`src/hw/rtl/mcc_pkg.sv`:
```
// Shared types, codes and microcode table for the minimum coin change block.
// Used by the sequencer, the datapath, the top level and the checker.
package mcc_pkg;

	localparam int AMT_W          = 10;
	localparam int CNT_W          = 10;
	localparam int COIN_W         = 10;
	localparam int CCNT_W         = 3;
	localparam int CFG_IDX_W      = 3;
	localparam int CFG_DATA_W     = 10;
	localparam int DEF_MAX_AMOUNT = 1023;
	localparam int DEF_COIN_SLOTS = 6;

	localparam logic [CNT_W-1:0] COUNT_MAX = {CNT_W{1'b1}};

	localparam logic [CFG_IDX_W-1:0] REG_COIN_COUNT   = 3'd0;
	localparam logic [CFG_IDX_W-1:0] REG_COIN_VALUE_0 = 3'd1;

	localparam logic [CCNT_W-1:0] RST_COIN_COUNT = 3'd3;

	typedef logic [2:0] step_t;
	typedef logic [2:0] op_t;
	typedef logic [2:0] cond_t;

	localparam step_t ST_IDLE  = 3'd0;
	localparam step_t ST_CHECK = 3'd1;
	localparam step_t ST_INIT  = 3'd2;
	localparam step_t ST_COIN  = 3'd3;
	localparam step_t ST_WRITE = 3'd4;
	localparam step_t ST_BAD   = 3'd5;
	localparam step_t ST_OUT   = 3'd6;

	localparam op_t OP_NONE   = 3'd0;
	localparam op_t OP_ACCEPT = 3'd1;
	localparam op_t OP_INIT   = 3'd2;
	localparam op_t OP_COIN   = 3'd3;
	localparam op_t OP_WRITE  = 3'd4;
	localparam op_t OP_BAD    = 3'd5;
	localparam op_t OP_OUT    = 3'd6;

	localparam cond_t C_ALWAYS     = 3'd0;
	localparam cond_t C_IN         = 3'd1;
	localparam cond_t C_TGT_BAD    = 3'd2;
	localparam cond_t C_TGT_ZERO   = 3'd3;
	localparam cond_t C_MORE_COINS = 3'd4;
	localparam cond_t C_MORE_AMT   = 3'd5;
	localparam cond_t C_OUT_FREE   = 3'd6;

	typedef struct packed {
		op_t   op;
		cond_t cond;
		step_t tgt;
		step_t nxt;
	} uword_t;

	typedef struct packed {
		logic in_fire;
		logic tgt_bad;
		logic tgt_zero;
		logic more_coins;
		logic more_amt;
		logic out_free;
	} status_t;

	function automatic uword_t ucode(input step_t step);
		uword_t w;
		case (step)
			ST_IDLE:  w = '{OP_ACCEPT, C_IN,         ST_CHECK, ST_IDLE};
			ST_CHECK: w = '{OP_NONE,   C_TGT_BAD,    ST_BAD,   ST_INIT};
			ST_INIT:  w = '{OP_INIT,   C_TGT_ZERO,   ST_OUT,   ST_COIN};
			ST_COIN:  w = '{OP_COIN,   C_MORE_COINS, ST_COIN,  ST_WRITE};
			ST_WRITE: w = '{OP_WRITE,  C_MORE_AMT,   ST_COIN,  ST_OUT};
			ST_BAD:   w = '{OP_BAD,    C_ALWAYS,     ST_OUT,   ST_OUT};
			ST_OUT:   w = '{OP_OUT,    C_OUT_FREE,   ST_IDLE,  ST_OUT};
			default:  w = '{OP_NONE,   C_ALWAYS,     ST_IDLE,  ST_IDLE};
		endcase
		return w;
	endfunction

	function automatic logic [COIN_W-1:0] coin_reset(input int slot);
		logic [COIN_W-1:0] v;
		case (slot)
			0:       v = 10'd5;
			1:       v = 10'd3;
			2:       v = 10'd2;
			default: v = 10'd1;
		endcase
		return v;
	endfunction

endpackage

```
`src/hw/rtl/mcc_seq.sv`:
```
// Microcode sequencer: step counter, control store and jump condition select.
// Depends on mcc_pkg for the control word and status types.
module mcc_seq
	import mcc_pkg::*;
(
	input  logic    clk,
	input  logic    arst_n,
	input  status_t status,
	output op_t     op
);

	step_t  upc_q;
	uword_t word;
	logic   hit;

	assign word = ucode(upc_q);
	assign op   = word.op;

	always_comb begin
		case (word.cond)
			C_ALWAYS:     hit = 1'b1;
			C_IN:         hit = status.in_fire;
			C_TGT_BAD:    hit = status.tgt_bad;
			C_TGT_ZERO:   hit = status.tgt_zero;
			C_MORE_COINS: hit = status.more_coins;
			C_MORE_AMT:   hit = status.more_amt;
			C_OUT_FREE:   hit = status.out_free;
			default:      hit = 1'b0;
		endcase
	end

	always_ff @(posedge clk or negedge arst_n) begin
		if (!arst_n) begin
			upc_q <= ST_IDLE;
		end else begin
			upc_q <= hit ? word.tgt : word.nxt;
		end
	end

endmodule

```
`config.mk`:
```
export PLATFORM = sky130hd
export DESIGN_NAME = mcc_seq
export DESIGN_NICKNAME = d
export VERILOG_FILES = /design/src/hw/rtl/mcc_pkg.sv /design/src/hw/rtl/mcc_seq.sv
export SDC_FILE = /design/constraint.sdc
export NUM_CORES = 1
export LEC_CHECK = 0
export ABC_AREA = 1
export ABC_CLOCK_PERIOD_IN_PS = 3100
export BUFFER_PORTS_ARGS = -buffer_cell sky130_fd_sc_hd__buf_2
export CORE_AREA = 2 2 39 41
export CTS_BUF_LIST = sky130_fd_sc_hd__clkbuf_8
export CTS_CLUSTER_DIAMETER = 200
export CTS_CLUSTER_SIZE = 28
export DETAILED_ROUTE_END_ITERATION = 8
export DIE_AREA = 0 0 41 43
export PLACE_DENSITY = 0.46
export SLEW_MARGIN = 10
export SYNTH_ARGS = -nofsm -noshare
export SYNTH_HDL_FRONTEND = slang
export SYNTH_SLANG_ARGS = --single-unit
```
`constraint.sdc`:
```
create_clock -name clk -period 3.1 [get_ports clk]
set_input_delay 0.31 -clock clk [delete_from_list [all_inputs] [get_ports clk]]
set_output_delay 0.31 -clock clk [all_outputs]
set_load 0.05 [all_outputs]
```
After elaboration in Yosys (flattened, before gate mapping)
Index checks and enable logic that the tools add are counted.
{"block": "totals", "reg_bits": 3, "out_inout_bits": 3, "elab_cells": 18, "in_bits": 8}
{"block": "classes", "eq_ne": 12, "muxes": 3, "n_reduce_logical": 2}
{"operator": "case mux 12 bit (7 select lines)", "n": 1}
{"operator": "== test 3 bit, second input constant", "n": 6}
{"operator": "== test 3 x 2 -> 1 bit, second input constant", "n": 4}
{"operator": "case mux 1 bit (7 select lines)", "n": 1}
{"operator": "== test 3 x 1 -> 1 bit, second input constant", "n": 2}
{"operator": "zero test 3 bit", "n": 2}
{"operator": "2-to-1 mux 3 bit", "n": 1}

Logic depth before layout (Yosys ltp)
{"block": "logic_depth", "ltp_word": 5, "depth_mapped": 8, "mapped_depth_nobuf": 8}

Worst setup path after synthesis
No wires, ideal clock.
{"block": "synth_path", "kind": "reg2out", "from": "register upc_q[1]", "to": "output op[0]", "path_slack_ns": 1.295, "arrival_time_ns": 1.495, "required_ns": 2.790, "path_buffers": 1, "stages_incl_launch_ff": 5, "cell_sequence": "dfrtp_1 -> buf_6 -> nor2_2 -> inv_1 -> o211ai_1"}
{"block": "synth_between", "elab_chain_cells": 2, "word_cells_on_any_way": 8, "cone_classes": "6 x eq/ne; 1 x mux; 1 x reduce/logical"}
{"item": "start, declared", "line_no": "mcc_seq.sv:12", "rtl": "step_t upc_q;"}
{"item": "start signal, assigned", "line_no": "mcc_seq.sv:36", "rtl": "upc_q <= hit ? word.tgt : word.nxt;"}
{"item": "== test 3 bit (tied with other cells)", "line_no": "mcc_pkg.sv:67", "rtl": "case (step)"}
{"item": "case mux 12 bit (7 select lines) (*)", "line_no": "mcc_pkg.sv:67"}
{"item": "end, declared", "line_no": "mcc_seq.sv:9", "rtl": "output op_t op"}
Mark *: on every way between the ends. The rest lies on a longest branch, timed or not.

Worst setup path in the final report
Ends and elaborated chain as after synthesis.

==> results.txt <==
----------------------------------------------------
[Run status]
  Result of the run ... complete, no violations

[Worst setup path]
  Delay of the slowest cell on the worst path ... between 400 and 500 ps
  Total buffers and inverters traversed by the critical path ... 2
  Data required time of the worst path ... 2790 ps
  Crit path max-delay family ... flip-flops
  Worst reg2reg setup slack ... 1850 ps
  List of cells traversed by the critical path ... nor2_2 -> inv_1 -> o211ai_1 -> buf_2
  Cell with the largest stage delay on the worst path ... dfrtp_1
  Count of cells along the worst register-to-register path ... 6
  End of the worst register-to-register path ... upc_q[2]
  Critical Path Fanout Max ... 9
  Source of the worst register-to-register timing path ... upc_q[1]
  Endpoint type of the worst setup path ... output pin
  Crit start category ... register
  Path type of the worst setup path ... register to output pin
  Arrival time reported for the critical path endpoint ... 1450 ps

[Global routing]
  Maximum number of pins on one net before global-route repair ... 10
  Number of antenna violations at the first check in global routing ... 0
  Total grt overflow ... 0
  Total track usage ... between 10% and 20%
  Vias in the first global route ... 329
  Global-route wire length before repair ... about 1300 um

[Power and ir drop]
  Total power divided by cell area ... 1290 nW/um2
  Worst vdd ir ... 281.1 uV
  Total power draw ... 0.5939 mW
  Total leakage power ... 0.2709 nW

[Clock network]
  Root buffer cell ... clkbuf_8
  Skew-Pair Late Insertion Delay ... 220 ps
  Total clock buffers created by CTS ... 3
  CTS clk-pin slew, worst paths ... 30 ps
  Number of buffers inserted by post-CTS setup repair ... 0
  Number of H-tree levels ... 1
  Max Root-Sink Buffers ... 2
  Sinks on Clock Net ... 3
  TritonCTS clock tree ... done

[Routing]
  Detail-routed via count per cell ... about 4.3
  Vias after detailed routing ... 368
  Detailed-routing wirelength on met1 ... 340 um
  Initial DRT Pass Iterations ... 2
  DR top layer ... met4
  Average routed wire per standard cell ... 9.141 um
  ANT nets after route ... 0
  Met3 wire len ... 23 um
  Number of remaining DRC errors ... 0
  Routed length on met2 ... 394 um
  Iteration-0 DRC count of the detailed router ... 5
  Final Routed Wirelength ... roughly 780 um

[Synth]
  Sequential cell area fraction in the yosys report ... 21.20%
  Number of instances in the synthesized netlist ... 56
  Average cell area after synthesis ... roughly 6.3 um2
  Distinct cell type count of the synthesized netlist ... 17
  Net count of the mapped netlist ... 64
  Yosys warnings ... 0
  Yosys reg bits ... 3
  Syn Std Cell Area ... 354.1 um2

[Cells and area]
  Net total in the final layout ... 78
  Antenna cell count ... 0
  Share of layout cells above drive strength 1 ... 37.68%
  Max FFs per register ... 3
  Area delta synth->final ... 30.04%
  Registers with the most flip-flops ... upc_q: 3 flops
  Largest reg by FF count ... upc_q
  Final core occ ... 33.27%

[Place]
  GP Congestion ... 0.7464
  Half-perimeter wire length after placement ... 585.9 um
  Worst slack after detailed placement ... 1586 ps
  Number of buffers added on ports ... 10

[Timing]
  Number of pins exceeding their max-slew limit in the final report ... 0
  Worst Setup Slack, final ... 1345 ps
  Slew Limit Headroom ... 76.52%
  Peak clock frequency supported by timing ... approximately 0.57 GHz
  Setup Skew ... 3.657 ps
  Period utilization ... between 50% and 60%
  Fin Setup TNS ... 0 ps
  Minimum clock period after layout ... 1755 ps
  Slew at the pin closest to its max-slew limit ... 352.3 ps
  Setup-failing EPs final ... 0
  Final hold vios ... 0
  Setup repair after global routing missed its margin ... false

[Die]
  Starting utilization of the core area ... 25.59%
  Die height ... 43 um
  Top-level I/O count ... 11
  Std cell rows ... 14
  Core area ... 1384 um2
  Area of the die ... 1763 um2
  Width of the chip ... 41 um

[Job]
  Count of maximum capacitance violations ... 0

[Worst hold path]
  Class of the tightest hold or removal check ... primary input to asynchronous set/reset pin

----------------------------------------------------
-- per-layer routing --
layer | up-vias | global-route usage [%]
li1 | 200 | -
met1 | 160 | 15.91
met2 | 6 | 15.31
met3 | 2 | 3.141
met4 | 0 | 6.000
met5 | - | 0
-- metrics by stage --
step           hold slack [ps]  cells  instance area, um2
6_report                 414.3     85               460.4
2_1_floorplan            14.41     56               354.1
3_3_place_gp             107.3     80               405.4
3_5_place_dp             106.0     80               405.4
4_1_cts                  420.6     85               460.4
5_1_grt                  428.1     85               460.4
-- cell type report --
| class | count | area [um2] |
|---|---|---|
| fill | 159 | 923.4 |
| multi-input combinational | 39 | 212.7 |
| sequential | 3 | 75.07 |
| timing repair buffer | 11 | 60.06 |
| inverter | 12 | 47.55 |
| clock buffer | 3 | 41.29 |
| tap | 16 | 20.02 |
| clock inverter | 1 | 3.754 |
-- synthesized netlist by cell type, drive strengths merged --
cell / number / area (um2)
nand3: 9 / 70.07
inv: 12 / 47.55
nand4: 2 / 12.51
nand3b: 1 / 7.510
nor2: 7 / 36.28
dfrtp: 3 / 75.07
o211ai: 1 / 7.510
a21oi: 2 / 10.01
buf: 2 / 18.77
o21ai: 2 / 10.01
nand2: 15 / 58.81
-- where the power goes --
part           switching [mW]  leakage [nW]  total, mW  internal [mW]
combinational           0.260         0.207      0.374          0.114
clock                  0.0265        0.0269      0.111         0.0843
sequential             0.0483        0.0368      0.109         0.0608
total                   0.335         0.271      0.594          0.259
-- cells by family (layout without fill, tap and decap cells) --
kind of cell,count (synthesis),after routing,share of synthesized area [%]
and+or+nand+nor,34,34,52.30
buffers and inverters,14,27,18.73
AOI/OAI and AO/OA,5,5,7.775
DFF,3,3,21.20
-- timing repair --
action / CTS / global route
gates resized for setup: 0 / 0
endpoints found under the hold margin: 3 / 0
hold buffers: 1 / 0
-- worst max path at each step --
stage	startpoint	endpoint	slack, ps	cells past startpoint
2_1_floorplan	upc_q[1]	op[0]	1290	4
4_1_cts	upc_q[1]	op[0]	1340	4
5_1_grt	upc_q[1]	op[0]	1250	4
6_report	upc_q[1]	op[0]	1340	4
3_5_place_dp	upc_q[1]	op[0]	1590	4
3_3_place_gp	upc_q[1]	op[0]	1620	4
-- placed cells by master, fill, tap and decap left out, drive strengths merged --
master        n
nand3         9
clkbuf        3
o21ai         2
buf          10
dfrtp         3
nand4         2
dlygate4sd3   1
nand2        15
o211ai        1
nand3b        1
nor2          7
inv          13
a21oi         2
(Power assumes the default switching activity.)
